--- config.mk ---
export PLATFORM = sky130hd
export DESIGN_NAME = two_level_queue_scheduler_sim_core
export DESIGN_NICKNAME = d
export VERILOG_FILES = /design/src/design/tlqs_pkg.sv /design/src/design/two_level_queue_scheduler_sim_core.sv /design/src/design/tlqs_proc_mem.sv /design/src/design/tlqs_wait_mem.sv /design/src/design/tlqs_fifo.sv
export SDC_FILE = /design/constraint.sdc
export NUM_CORES = 2
export LEC_CHECK = 0
export BUFFER_PORTS_ARGS = -buffer_cell sky130_fd_sc_hd__buf_2
export CORE_MARGIN = 3
export CORE_UTILIZATION = 61
export DETAILED_ROUTE_END_ITERATION = 8
export PLACE_DENSITY = 0.82
export SETUP_SLACK_MARGIN = 0.2
export SLEW_MARGIN = 20
export SYNTH_ARGS = -nofsm -noshare
export SYNTH_HDL_FRONTEND = slang
export SYNTH_SLANG_ARGS = --single-unit
--- constraint.sdc ---
create_clock -name clk -period 15.3 [get_ports clk]
set_input_delay 2.295 -clock clk [delete_from_list [all_inputs] [get_ports clk]]
set_output_delay 2.295 -clock clk [all_outputs]
set_load 0.02 [all_outputs]
--- src/design/tlqs_pkg.sv ---
// ----------------------------------------------------------------------------
// tlqs_pkg
// shared constants and types for the two-level queue scheduler core
// ----------------------------------------------------------------------------
package tlqs_pkg;

	localparam int MaxProcs = 16;
	localparam int IdxW     = $clog2(MaxProcs);
	localparam int CntW     = IdxW + 1;
	localparam int TimeW    = 22;

	localparam logic [7:0] HighQuantumRst = 8'd4;
	localparam logic [7:0] LowQuantumRst  = 8'd3;

	localparam logic CfgHighQuantum = 1'b0;
	localparam logic CfgLowQuantum  = 1'b1;

	typedef logic [IdxW-1:0] idx_t;
	typedef logic [CntW-1:0] cnt_t;

	// one process record as held in the process memory
	typedef struct packed {
		logic [15:0] arrival;
		logic [15:0] burst;
		logic        level;
		logic [15:0] remain;
	} proc_t;

	// memory access request from the sequencer
	typedef struct packed {
		logic  rd_en;
		idx_t  rd_addr;
		logic  wr_en;
		idx_t  wr_addr;
		proc_t wr_data;
	} mem_req_t;

	typedef enum logic [3:0] {
		ST_LOAD,
		ST_ZERO_RD,
		ST_ZERO_CHK,
		ST_TICK,
		ST_ADM_RD,
		ST_ADM_CHK,
		ST_REQUEUE,
		ST_PICK,
		ST_RUN_CHK,
		ST_LOW_STEP,
		ST_LOW_COMMIT,
		ST_OUT_RD,
		ST_OUT_EMIT
	} state_t;

endpackage

--- src/design/two_level_queue_scheduler_sim_core.sv ---
// ----------------------------------------------------------------------------
// two_level_queue_scheduler_sim_core
// loads processes, then steps a two-level queue schedule tick by tick and
// reports waiting and turnaround time per process
// ----------------------------------------------------------------------------
// channel  | direction | handshake            | payload
// load     | in        | start / busy         | arrival_time burst_length low_level is_final
// result   | out       | result_valid (strobe)| process_index wait_time turnaround_time last_result
// config   | in        | cfg_valid / cfg_ready| cfg_index cfg_data
//
// a non-final load only stores its record; the final load runs the schedule: a
// zero-burst pass, then each loop pass has a top-of-loop state, an admission
// scan over the process memory, a read and a pick step per pending requeue
// and for the pick, plus a run check for a high slice; an idle tick is one such
// pass, and each low-level tick adds another admission scan plus a step and a commit
// then n results, each emitted in the state after its memory reads
// reset clears counters, queues and marks, quanta go to 4 and 3; memories are not cleared
// results cannot be stalled, the receiver takes each strobe
// ----------------------------------------------------------------------------
module two_level_queue_scheduler_sim_core (
	input  logic        clk,
	input  logic        arst_n,
	input  logic        start,
	output logic        busy,
	input  logic [15:0] arrival_time,
	input  logic [15:0] burst_length,
	input  logic        low_level,
	input  logic        is_final,
	output logic        result_valid,
	output logic [5:0]  process_index,
	output logic [21:0] wait_time,
	output logic [21:0] turnaround_time,
	output logic        last_result,
	input  logic        cfg_valid,
	output logic        cfg_ready,
	input  logic        cfg_index,
	input  logic [7:0]  cfg_data
);
	import tlqs_pkg::*;

	state_t state_q, state_d;

	logic [7:0]       hq_q, lq_q;
	cnt_t             load_cnt_q, done_cnt_q;
	logic [TimeW-1:0] clock_q;
	logic [MaxProcs-1:0] mark_q;
	idx_t             scan_q;       // scan / output pointer
	idx_t             run_high_q, run_low_q, cur_q;
	logic             high_pend_q, low_pend_q;
	logic [7:0]       step_q;       // low-level ticks taken in this slice
	logic             in_low_q;     // admission scan is inside a low slice
	logic             mark_d_set;

	mem_req_t req;
	proc_t    rd;
	logic             wwr;
	idx_t             wwa, wra;
	logic [TimeW-1:0] wwd, wrd;

	logic hf_push, hf_pop, hf_ne, lf_push, lf_pop, lf_ne, fclr;
	idx_t hf_pi, hf_head, lf_pi, lf_head;

	tlqs_proc_mem u_pmem (.clk(clk), .req(req), .rd_data(rd));
	tlqs_wait_mem u_wmem (.clk(clk), .wr_en(wwr), .wr_addr(wwa), .wr_data(wwd),
		.rd_addr(wra), .rd_data(wrd));
	tlqs_fifo u_hf (.clk(clk), .arst_n(arst_n), .clr(fclr), .push(hf_push),
		.push_idx(hf_pi), .pop(hf_pop), .head_idx(hf_head), .not_empty(hf_ne));
	tlqs_fifo u_lf (.clk(clk), .arst_n(arst_n), .clr(fclr), .push(lf_push),
		.push_idx(lf_pi), .pop(lf_pop), .head_idx(lf_head), .not_empty(lf_ne));

	assign busy      = (state_q != ST_LOAD);
	assign cfg_ready = (state_q == ST_LOAD);

	// effective quanta, zero acts as one
	logic [7:0] hq_eff, lq_eff;
	assign hq_eff = (hq_q == '0) ? 8'd1 : hq_q;
	assign lq_eff = (lq_q == '0) ? 8'd1 : lq_q;

	// finishing arithmetic: clock minus (burst + arrival), clamped
	logic [TimeW-1:0] fin_clock, used, fin_wait;
	assign used     = TimeW'(rd.burst) + TimeW'(rd.arrival);
	assign fin_wait = (fin_clock >= used) ? fin_clock - used : '0;

	// high slice outcome
	logic [15:0] h_take;
	assign h_take = (rd.remain >= 16'(hq_eff)) ? 16'(hq_eff) : rd.remain;

	logic last_scan;
	assign last_scan = (cnt_t'(scan_q) + cnt_t'(1) >= load_cnt_q);

	logic load_fire;
	assign load_fire = start && !busy;

	logic [TimeW-1:0] clock_d;
	cnt_t done_d;
	idx_t scan_d, run_high_d, run_low_d, cur_d;
	logic high_pend_d, low_pend_d, in_low_d, clr_batch;
	logic [7:0] step_d;

	always_comb begin
		state_d     = state_q;
		clock_d     = clock_q;
		done_d      = done_cnt_q;
		scan_d      = scan_q;
		run_high_d  = run_high_q;
		run_low_d   = run_low_q;
		cur_d       = cur_q;
		high_pend_d = high_pend_q;
		low_pend_d  = low_pend_q;
		in_low_d    = in_low_q;
		step_d      = step_q;
		clr_batch   = 1'b0;
		mark_d_set  = 1'b0;
		req         = '0;
		wwr = 1'b0; wwa = cur_q; wwd = '0; wra = scan_q;
		hf_push = 1'b0; hf_pi = scan_q; hf_pop = 1'b0;
		lf_push = 1'b0; lf_pi = scan_q; lf_pop = 1'b0;
		fin_clock = clock_q;
		result_valid = 1'b0;
		case (state_q)
			ST_LOAD: begin
				if (load_fire) begin
					if (load_cnt_q != cnt_t'(MaxProcs)) begin
						req.wr_en   = 1'b1;
						req.wr_addr = load_cnt_q[IdxW-1:0];
						req.wr_data = '{arrival_time, burst_length, low_level, burst_length};
					end
					if (is_final) begin
						scan_d  = '0;
						state_d = ST_ZERO_RD;
					end
				end
			end
			ST_ZERO_RD: begin
				if (load_cnt_q == '0) begin
					state_d = ST_OUT_RD;
				end else begin
					req.rd_en = 1'b1; req.rd_addr = scan_q;
					state_d = ST_ZERO_CHK;
				end
			end
			ST_ZERO_CHK: begin
				if (rd.remain == '0) begin
					wwr = 1'b1; wwa = scan_q; wwd = '0;
					done_d = done_cnt_q + cnt_t'(1);
				end
				if (last_scan) begin
					state_d = ST_TICK;
				end else begin
					scan_d = scan_q + idx_t'(1);
					state_d = ST_ZERO_RD;
				end
			end
			ST_TICK: begin
				// top of the main loop
				if (done_cnt_q >= load_cnt_q) begin
					scan_d = '0; state_d = ST_OUT_RD;
				end else begin
					scan_d = '0; in_low_d = 1'b0; state_d = ST_ADM_RD;
				end
			end
			ST_ADM_RD: begin
				req.rd_en = 1'b1; req.rd_addr = scan_q;
				state_d = ST_ADM_CHK;
			end
			ST_ADM_CHK: begin
				if (TimeW'(rd.arrival) <= clock_q && rd.remain != '0 && !mark_q[scan_q]) begin
					mark_d_set = 1'b1;
					if (rd.level) lf_push = 1'b1; else hf_push = 1'b1;
				end
				if (last_scan) begin
					state_d = in_low_q ? ST_LOW_STEP : ST_REQUEUE;
				end else begin
					scan_d = scan_q + idx_t'(1);
					state_d = ST_ADM_RD;
				end
			end
			ST_REQUEUE: begin
				// pending requeues need remaining of the last runner
				req.rd_en = 1'b1;
				req.rd_addr = high_pend_q ? run_high_q : run_low_q;
				state_d = ST_PICK;
			end
			ST_PICK: begin
				if (high_pend_q) begin
					high_pend_d = 1'b0;
					if (rd.remain != '0) begin hf_push = 1'b1; hf_pi = run_high_q; end
					state_d = ST_REQUEUE;
				end else if (low_pend_q) begin
					low_pend_d = 1'b0;
					if (rd.remain != '0) begin lf_push = 1'b1; lf_pi = run_low_q; end
					state_d = ST_REQUEUE;
				end else if (hf_ne) begin
					hf_pop = 1'b1; cur_d = hf_head; run_high_d = hf_head;
					high_pend_d = 1'b1;
					req.rd_en = 1'b1; req.rd_addr = hf_head;
					in_low_d = 1'b0;
					state_d = ST_RUN_CHK;
				end else if (lf_ne) begin
					lf_pop = 1'b1; cur_d = lf_head; run_low_d = lf_head;
					low_pend_d = 1'b1; step_d = '0;
					in_low_d = 1'b1;
					scan_d = '0;
					state_d = ST_ADM_RD;
				end else begin
					clock_d = clock_q + TimeW'(1);
					state_d = ST_TICK;
				end
			end
			ST_RUN_CHK: begin
				// high slice on the record just read
				fin_clock = clock_q + TimeW'(h_take);
				clock_d = fin_clock;
				req.wr_en = 1'b1; req.wr_addr = cur_q;
				req.wr_data = '{rd.arrival, rd.burst, rd.level, rd.remain - h_take};
				if (rd.remain == h_take) begin
					wwr = 1'b1; wwa = cur_q; wwd = fin_wait;
					done_d = done_cnt_q + cnt_t'(1);
				end
				state_d = ST_TICK;
			end
			ST_LOW_STEP: begin
				// admission scan done for this low tick; current record needed
				if (hf_ne) begin
					state_d = ST_TICK;
				end else begin
					req.rd_en = 1'b1; req.rd_addr = cur_q;
					in_low_d = 1'b0;
					state_d = ST_LOW_COMMIT;
				end
			end
			ST_LOW_COMMIT: begin
				// one low-level tick on the record just read
				fin_clock = clock_q + TimeW'(1);
				clock_d = fin_clock;
				req.wr_en = 1'b1; req.wr_addr = cur_q;
				req.wr_data = '{rd.arrival, rd.burst, rd.level, rd.remain - 16'd1};
				step_d = step_q + 8'd1;
				if (rd.remain == 16'd1) begin
					wwr = 1'b1; wwa = cur_q; wwd = fin_wait;
					done_d = done_cnt_q + cnt_t'(1);
					state_d = ST_TICK;
				end else if (step_q + 8'd1 >= lq_eff) begin
					state_d = ST_TICK;
				end else begin
					in_low_d = 1'b1; scan_d = '0;
					state_d = ST_ADM_RD;
				end
			end
			ST_OUT_RD: begin
				wra = scan_q;
				req.rd_en = 1'b1; req.rd_addr = scan_q;
				state_d = ST_OUT_EMIT;
			end
			ST_OUT_EMIT: begin
				result_valid = 1'b1;
				if (last_scan) begin
					// batch done, back to an empty load state
					clr_batch   = 1'b1;
					clock_d     = '0;
					done_d      = '0;
					run_high_d  = '0;
					run_low_d   = '0;
					high_pend_d = 1'b0;
					low_pend_d  = 1'b0;
					step_d      = '0;
					state_d     = ST_LOAD;
				end else begin
					scan_d = scan_q + idx_t'(1);
					state_d = ST_OUT_RD;
				end
			end
			default: state_d = ST_LOAD;
		endcase
		fclr = clr_batch;
	end

	// results
	assign process_index   = 6'(scan_q);
	assign wait_time       = wrd;
	assign turnaround_time = TimeW'(rd.burst) + wrd;
	assign last_result     = last_scan;

	always_ff @(posedge clk or negedge arst_n) begin
		if (!arst_n) begin
			state_q     <= ST_LOAD;
			hq_q        <= HighQuantumRst;
			lq_q        <= LowQuantumRst;
			load_cnt_q  <= '0;
			done_cnt_q  <= '0;
			clock_q     <= '0;
			mark_q      <= '0;
			scan_q      <= '0;
			run_high_q  <= '0;
			run_low_q   <= '0;
			cur_q       <= '0;
			high_pend_q <= 1'b0;
			low_pend_q  <= 1'b0;
			step_q      <= '0;
			in_low_q    <= 1'b0;
		end else begin
			state_q     <= state_d;
			clock_q     <= clock_d;
			done_cnt_q  <= done_d;
			scan_q      <= scan_d;
			run_high_q  <= run_high_d;
			run_low_q   <= run_low_d;
			cur_q       <= cur_d;
			high_pend_q <= high_pend_d;
			low_pend_q  <= low_pend_d;
			step_q      <= step_d;
			in_low_q    <= in_low_d;
			if (cfg_valid && cfg_ready) begin
				if (cfg_index == CfgHighQuantum) hq_q <= cfg_data;
				else lq_q <= cfg_data;
			end
			if (clr_batch) begin
				load_cnt_q <= '0;
			end else if (load_fire && load_cnt_q != cnt_t'(MaxProcs)) begin
				load_cnt_q <= load_cnt_q + cnt_t'(1);
			end
			if (clr_batch) begin
				mark_q <= '0;
			end else if (mark_d_set) begin
				mark_q[scan_q] <= 1'b1;
			end
		end
	end

	// the completed count never passes the loaded count
	assert property (@(posedge clk) disable iff (!arst_n) done_cnt_q <= load_cnt_q)
		else $error("done count exceeds load count");

	// results only come while busy, never in the load state
	assert property (@(posedge clk) disable iff (!arst_n)
		result_valid |-> state_q == ST_OUT_EMIT)
		else $error("result outside emit state");

	// a result ending the batch returns to loading
	assert property (@(posedge clk) disable iff (!arst_n)
		(result_valid && last_result) |=> state_q == ST_LOAD)
		else $error("batch not closed after last result");

endmodule

--- src/design/tlqs_proc_mem.sv ---
// ----------------------------------------------------------------------------
// tlqs_proc_mem
// process table memory, one write port and one registered read port
// ----------------------------------------------------------------------------
module tlqs_proc_mem (
	input  logic               clk,
	input  tlqs_pkg::mem_req_t req,
	output tlqs_pkg::proc_t    rd_data
);
	import tlqs_pkg::*;

	proc_t mem [MaxProcs];

	always_ff @(posedge clk) begin
		if (req.wr_en) begin
			mem[req.wr_addr] <= req.wr_data;
		end
		if (req.rd_en) begin
			rd_data <= mem[req.rd_addr];
		end
	end

endmodule

--- src/design/tlqs_wait_mem.sv ---
// ----------------------------------------------------------------------------
// tlqs_wait_mem
// waiting time memory, written on completion, read while results go out
// ----------------------------------------------------------------------------
module tlqs_wait_mem (
	input  logic                       clk,
	input  logic                       wr_en,
	input  tlqs_pkg::idx_t             wr_addr,
	input  logic [tlqs_pkg::TimeW-1:0] wr_data,
	input  tlqs_pkg::idx_t             rd_addr,
	output logic [tlqs_pkg::TimeW-1:0] rd_data
);
	import tlqs_pkg::*;

	logic [TimeW-1:0] mem [MaxProcs];

	always_ff @(posedge clk) begin
		if (wr_en) begin
			mem[wr_addr] <= wr_data;
		end
		rd_data <= mem[rd_addr];
	end

endmodule

--- src/design/tlqs_fifo.sv ---
// ----------------------------------------------------------------------------
// tlqs_fifo
// small circular queue of process indexes
// ----------------------------------------------------------------------------
module tlqs_fifo (
	input  logic           clk,
	input  logic           arst_n,
	input  logic           clr,
	input  logic           push,
	input  tlqs_pkg::idx_t push_idx,
	input  logic           pop,
	output tlqs_pkg::idx_t head_idx,
	output logic           not_empty
);
	import tlqs_pkg::*;

	idx_t slot_q [MaxProcs];
	idx_t head_q;
	cnt_t count_q;
	idx_t tail;

	assign tail      = head_q + count_q[IdxW-1:0];
	assign head_idx  = slot_q[head_q];
	assign not_empty = (count_q != '0);

	always_ff @(posedge clk) begin
		if (push && count_q != cnt_t'(MaxProcs)) begin
			slot_q[tail] <= push_idx;
		end
	end

	always_ff @(posedge clk or negedge arst_n) begin
		if (!arst_n) begin
			head_q  <= '0;
			count_q <= '0;
		end else if (clr) begin
			head_q  <= '0;
			count_q <= '0;
		end else if (push && count_q != cnt_t'(MaxProcs)) begin
			count_q <= count_q + cnt_t'(1);
		end else if (pop) begin
			head_q  <= head_q + idx_t'(1);
			count_q <= count_q - cnt_t'(1);
		end
	end

endmodule
# Yosys cells after proc, flatten, opt, wreduce, memory -nomap -nowiden
# Memory sizes are Yosys's and may differ from the RTL's. A register that Yosys moved wholly into a read port is not among the register bits.
# Index checks and enable logic that the tools add are counted.
[totals]
regBits = 113
mem_count = 4
elab_cells = 291
out_inout_bits = 54
in_bits = 47
ramBits = 1264
[op_classes]
mux = 150
n_bitwise = 4
magnitude_cmp = 8
n_reduce_logical = 49
n_eq_ne = 37
addsub = 20
[memory_table]
columns = ["name", "words", "word_bits", "rd", "rd_clocked_by_memory_dff", "write_ports", "line_no", "text"]
rows = [
  ["u_pmem.mem", 16, 49, 1, 1, 1, "tlqs_proc_mem.sv:12", "proc_t mem [MaxProcs];"],
  ["u_wmem.mem", 16, 22, 1, 1, 1, "tlqs_wait_mem.sv:15", "logic [TimeW-1:0] mem [MaxProcs];"],
  ["u_hf.slot_q", 16, 4, 1, 0, 1, "tlqs_fifo.sv:17", "idx_t slot_q [MaxProcs];"],
  ["u_lf.slot_q", 16, 4, 1, 0, 1, "tlqs_fifo.sv:17", ""],
]
[ops]
columns = ["cell", "count"]
rows = [
  ["4-bit two-way mux", 45],
  ["22-bit two-way mux", 8],
  ["54-bit case mux with 3 select lines", 1],
  ["54-bit two-way mux", 2],
  ["22-bit case mux with 2 select lines", 2],
  ["22-bit case mux with 4 select lines", 1],
  ["5-bit two-way mux", 17],
  ["8-bit two-way mux", 7],
  ["4-bit case mux with 13 select lines", 1],
  ["16-bit two-way mux", 3],
  ["1-bit two-way mux", 45],
  ["2-bit != test, second input constant", 18],
  ["5-bit case mux with 5 select lines", 1],
  ["8-bit case mux with 3 select lines", 1],
  ["16-bit by 22-bit adder with 22-bit output", 1],
  ["22-bit by 1-bit adder with 22-bit output, second input constant", 1],
  ["22-bit by 16-bit adder with 22-bit output", 1],
  ["22-bit by 17-bit greater-or-equal comparator with 1-bit output", 1],
  ["16-bit by 22-bit less-or-equal comparator with 1-bit output", 1],
  ["22-bit by 17-bit subtractor with 22-bit output", 1],
  ["5-bit by 1-bit adder with 5-bit output, second input constant", 4],
  ["4-bit equality test, second input constant", 5],
  ["4-bit case mux with 5 select lines", 1],
  ["5-bit case mux with 4 select lines", 1],
  ["51 further kinds", 99],
]

# Depth between registers and ports, before layout
[logic_depth]
word_depth = 10
ltp_mapped = 33
depth_no_buf = 33

# Hierarchy
# Synthesis repeated with hierarchy kept, for this count alone.
[unflattened]
cells_unflattened = 3734
area_unflattened_um2 = 62862.8
[by_module_without_submodules]
columns = ["module", "cells_each", "area_each_um2", "instances", "seq_area_each_um2"]
rows = [
  ["tlqs_proc_mem", 1268, 30827.1, 1, 25014.0],
  ["tlqs_wait_mem", 583, 13822.0, 1, 11010.6],
  ["two_level_queue_scheduler_sim_core", 1463, 11642.4, 1, 2381.0],
  ["tlqs_fifo", 210, 3285.7, 2, 2147.1],
]

# Worst setup path after synthesis
# Ideal clock, no wire load.
[synth_timing]
kind = "register -> register"
from = "register hq_q[2]"
to = "memory u_wmem.mem[0][11], data pin"
arrival_time_ns = 7.730
required_time_ns = 14.811
path_slack_ns = 7.081
synth_period_minus_slack_ns = 8.219
setup_time_ns = 0.489
path_stages_with_launch = 32
path_buffers = 1
cell_sequence = "dfstp_2 > nor4_1 > a41o_1 > ha_1 > nand2b_1 > a21o_1 > a21o_1 > a21o_1 > a21o_1 > a21o_1 > a21o_1 > a211oi_1 > buf_2 > mux2_2 > ha_1 > o21ai_0 > nor2_1 > o22ai_1 > o31a_1 > o21ai_0 > a21boi_0 > o21a_1 > o21ai_0 > o221ai_1 > ha_1 > nand4_1 > nor2_1 > inv_1 > a21oi_1 > nor4_1 > a31o_2 > a2111oi_0"
[synth_between]
elab_chain_cells = 10
elab_cells_between_ends = 13
classes_between = "add/sub (2); order compare (2); eq/ne (1); mux (7); reduce/logical (1)"
[synth_rtl]
columns = ["element", "line_no", "text"]
rows = [
  ["start: declaration", "two_level_queue_scheduler_sim_core.sv:43", "logic [7:0] hq_q, lq_q;"],
  ["start signal: assignment", "two_level_queue_scheduler_sim_core.sv:287", "hq_q <= HighQuantumRst;"],
  ["start signal: assignment", "two_level_queue_scheduler_sim_core.sv:314", "if (cfg_index == CfgHighQuantum) hq_q <= cfg_data;"],
  ["8-bit zero test", "two_level_queue_scheduler_sim_core.sv:76", "assign hq_eff = (hq_q == '0) ? 8'd1 : hq_q;"],
  ["8-bit two-way mux (*)", "two_level_queue_scheduler_sim_core.sv:76", ""],
  ["16-bit by 8-bit greater-or-equal comparator with 1-bit output", "two_level_queue_scheduler_sim_core.sv:86", "assign h_take = (rd.remain >= 16'(hq_eff)) ? 16'(hq_eff) : rd.remain;"],
  ["16-bit two-way mux (*)", "two_level_queue_scheduler_sim_core.sv:86", ""],
  ["22-bit by 16-bit adder with 22-bit output", "two_level_queue_scheduler_sim_core.sv:212", "fin_clock = clock_q + TimeW'(h_take);"],
  ["22-bit case mux with 2 select lines", "two_level_queue_scheduler_sim_core.sv:120", "case (state_q)"],
  ["22-bit by 17-bit subtractor with 22-bit output or 22-bit by 17-bit greater-or-equal comparator with 1-bit output (tied branches)", "two_level_queue_scheduler_sim_core.sv:82", "assign fin_wait = (fin_clock >= used) ? fin_clock - used : '0;"],
  ["22-bit two-way mux", "two_level_queue_scheduler_sim_core.sv:82", ""],
  ["22-bit two-way mux, on equally long branches", "two_level_queue_scheduler_sim_core.sv:239, two_level_queue_scheduler_sim_core.sv:216", ""],
  ["22-bit case mux with 2 select lines (*)", "two_level_queue_scheduler_sim_core.sv:120", ""],
  ["named net u_wmem.wr_data, one bit", "tlqs_wait_mem.sv:9", "input logic [tlqs_pkg::TimeW-1:0] wr_data,"],
  ["end: declaration", "tlqs_wait_mem.sv:15", ""],
]
# Mark *: on every way through the listed nets, which the timed path passes. The rest lies on a longest branch.

# Final worst setup path
[layout_timing]
from = "register hq_q[6]"
to = "memory u_wmem.mem[60][8], in the netlist u_wmem.mem[15][8], data pin"
# Same word-level chain as after synthesis.

==> impl_metrics.yaml <==
route:
  drt_first_pass_iters: 6
  remaining_drc_errors: 0
  vias: 42200
  wl_per_cell_um: 27.3
  vias_per_cell: 6.68
  ant_nets: 0
  first_iter_violations: 6444
  wl_mm: 173
global_route:
  grt_util_all_layers: 0.319
  grt_pass1_vias: 41400
  grt_max_degree: 190
  grt_pass1_wl_mm: 256
  grt_overflow: 0
  antenna_found_initial: 8
place:
  gp_congestion: 0.925
  dp_hpwl_mm: 96.6
  placedCellCount: 6060
  numPortBuffers: 98
  dp_slack_ns: 6.77
floorplanning:
  die_height_um: 329
  rows: 117
  core_area_um2: 103000
  chipWidth_um: 329
  initial_core_util: 0.619
  die_area_um2: 108000
  io-pin-count: 101
synthesis:
  synth_mux_area_frac: 0.0685
  synth.avg_cell_area_um2: 13.4
  yosys-top-cells-area: "edfxtp_1 (62%), nand2_1 (5.3%), mux4_2 (5.0%)"
  synth_cell_types: 82
  synth_area_um2: 63500
  synth_top_area_frac: 0.620
  synthArstFlopShare: 0.0780
  synth_top_family_by_area: "simple AND/OR/NAND/NOR gates"
  netlist_instances: 4736
  synth_seq_cells: 1448
  yosys.area.top_type: "edfxtp_1"
  synth_common_cells: "edfxtp_1 (1313), nand2_1 (896), nand3_1 (347), a21oi_1 (221), nor2_1 (216)"
  yosysMostFrequentCell: "edfxtp_1"
  yosysSeqAreaShare: 0.672
  ys.flop_type: "edfxtp_1"
  synthSimpleGateAreaFrac: 0.122
  synthXorXnorAreaFrac: 0.0164
  synth_compound_area_frac: 0.0690
  synth_fa_ha_area_frac: 0.0314
  synth_edf_count: 1313
  yosysWarnings: 0
clocking:
  cts_tree: "yes"
  clockBufferDepth: 3
  clk_pin_slew_ns: 0.06
  htreeDepth: 4
  cts_resized: 0
  cts.sinks: 1448
  cts_buffers: 143
  cts_root_buffer: "clkbuf_16"
  cts-hold-fix-buffers: 0
  cts_setup_buffers: 0
  clk_latency_ns: 0.79
sta:
  fin_ws_ns: 6.67
  fmax_mhz: 116
  skew_ns: 0.0408
  worstMarginPinSlew_ns: 1.21
  relSlewSlack: 0.190
  fin_tns_setup_ns: 0
  hold_viol: 0
  maxSlewViolCount: 0
  fin_crit_sh: 0.564
  min_period_ns: 8.63
  rsz0062_at_grt: "no"
  final-setup-viol-count: 0
  whs_ns: 0.500
setup_path:
  critPathMostFrequentCell: "a21o_1"
  required_ns: 15.70
  worstSetupPathType: "reg -> reg"
  crit_slowest_cell: "a31o_2"
  arrival_ns: 9.03
  max_stage_delay_ns: 0.74
  r2r_slack_ns: 6.67
  start_kind: "flop"
  r2r-end: "u_wmem.mem[15][8]"
  reg2reg_depth: 33
  worstSetupEndpointType: "flop"
  r2r_start: "hq_q[6]"
  path_max_fanout: 21
power_and_ir_drop:
  p_leak_nw: 25.5
  power.density_nw_per_um2: 196
  irDropWorstVdd_uv: 201
final_layout:
  nFillCells: 6558
  seqCellArea_um2: 42700
  final_cells: 6325
  utilization: 0.688
  drive_gt1_frac: 0.132
  multi_input_area_um2: 19900
  area_growth_syn_to_layout_pct: 11.1
  nNetsFinal: 5040
hold_path:
  holdCritPathClass: "reg -> reg"
  min_to: "mark_q[10]"
  hold_start: "mark_q[10]"
  whs_path_depth: 2
flow_run:
  drv_cap: 0
outcome:
  status: "finished clean"
==> worst max-delay path by stage <==
stage / start / to / slack, ns / cells after the start
2_1_floorplan: hq_q[2] / u_wmem.mem[0][11] / 7.08 / 31
3_3_place_gp: hq_q[6] / u_wmem.mem[0][17] / 7.03 / 30
3_5_place_dp: hq_q[6] / u_wmem.mem[1][17] / 6.77 / 30
4_1_cts: hq_q[6] / u_wmem.mem[14][17] / 6.70 / 30
5_1_grt: hq_q[6] / u_wmem.mem[11][10] / 6.24 / 33
6_report: hq_q[6] / u_wmem.mem[15][8] / 6.67 / 33
==> cells in the final DEF (no fill, tap or decap), drive strengths merged, types with 21 or more instances in the layout <==
cell,instances
nand3,347
nor3,67
nor2b,21
inv,96
a21oi,221
a221o,22
and3,55
xor2,48
clkbuf,188
buf,189
mux2i,74
edfxtp,1313
or4,22
xnor2,71
o22ai,30
a22o,33
o21ai,109
nor2,218
nand2,900
a21o,39
mux4,142
clkinv,54
dfrtp,110
nand2b,27
ha,145
a31oi,60
nand4,29
dfxtp,22
mux2,37
==> metal layers <==
layer | share of wire | vias up | GRT usage
met4 | 0.057 | 2 | 0.178
met2 | 0.47 | 2966 | 0.492
met3 | 0.12 | 567 | 0.0752
met1 | 0.36 | 20700 | 0.422
li1 | - | 18000 | -
met5 | 0.000052 | - | 0
==> worst max-delay path, delay by kind of cell (launching register included) <==
family	cells	cell delay, ns
AOI/OAI and AO/OA	20	4.41
xor gates and xnor gates	1	0.10
adders and majority gates	3	0.91
buffers and inverters	2	0.53
DFF	1	0.43
muxes	1	0.37
and+or+nand+nor	6	1.49
==> cell families (layout without fill, tap and decap cells) <==
logic type | Yosys count | count (layout)
AND/OR/NAND/NOR | 1749 | 1749
multiplexers | 253 | 253
buffers and inverters | 332 | 541
XOR/XNOR | 119 | 119
other | 1 | 13
adder cells (fa/ha/maj) | 154 | 154
AO/OA/AOI/OAI | 680 | 680
flip-flops | 1448 | 1448
==> area by class of cell <==
cell class | count | share of cell area
sequential | 1448 | 0.605
multi-input combinational | 2965 | 0.282
antenna | 3 | 0.000106
tap | 1368 | 0.0242
clock inverter | 73 | 0.0121
timing repair buffer | 190 | 0.0175
clock buffer | 187 | 0.0547
inverter | 91 | 0.00484
==> registers in the layout, summed over array words and instances, names as in the netlist, 16 cells and up <==
register	cells
u_pmem.mem	784
u_hf.slot_q	64
mark_q	16
u_lf.slot_q	64
u_wmem.mem	352
u_wmem.rd_data	22
u_pmem.rd_data	49
clock_q	22
==> power breakdown <==
group | leakage, nW | switching (mW) | total (mW) | internal (mW)
clock | 2.31 | 1.52 | 3.54 | 2.02
sequential | 13.7 | 0.439 | 5.27 | 4.83
combinational | 9.49 | 3.22 | 5.01 | 1.79
==> per-stage QoR <==
step           total power, mW  area (um2)
2_1_floorplan             8.53       63600
3_3_place_gp              9.96       65800
3_5_place_dp              10.1       65800
4_1_cts                   13.7       70500
5_1_grt                   14.4       70600
6_report                  13.8       70600
(Power assumes the default switching activity.)
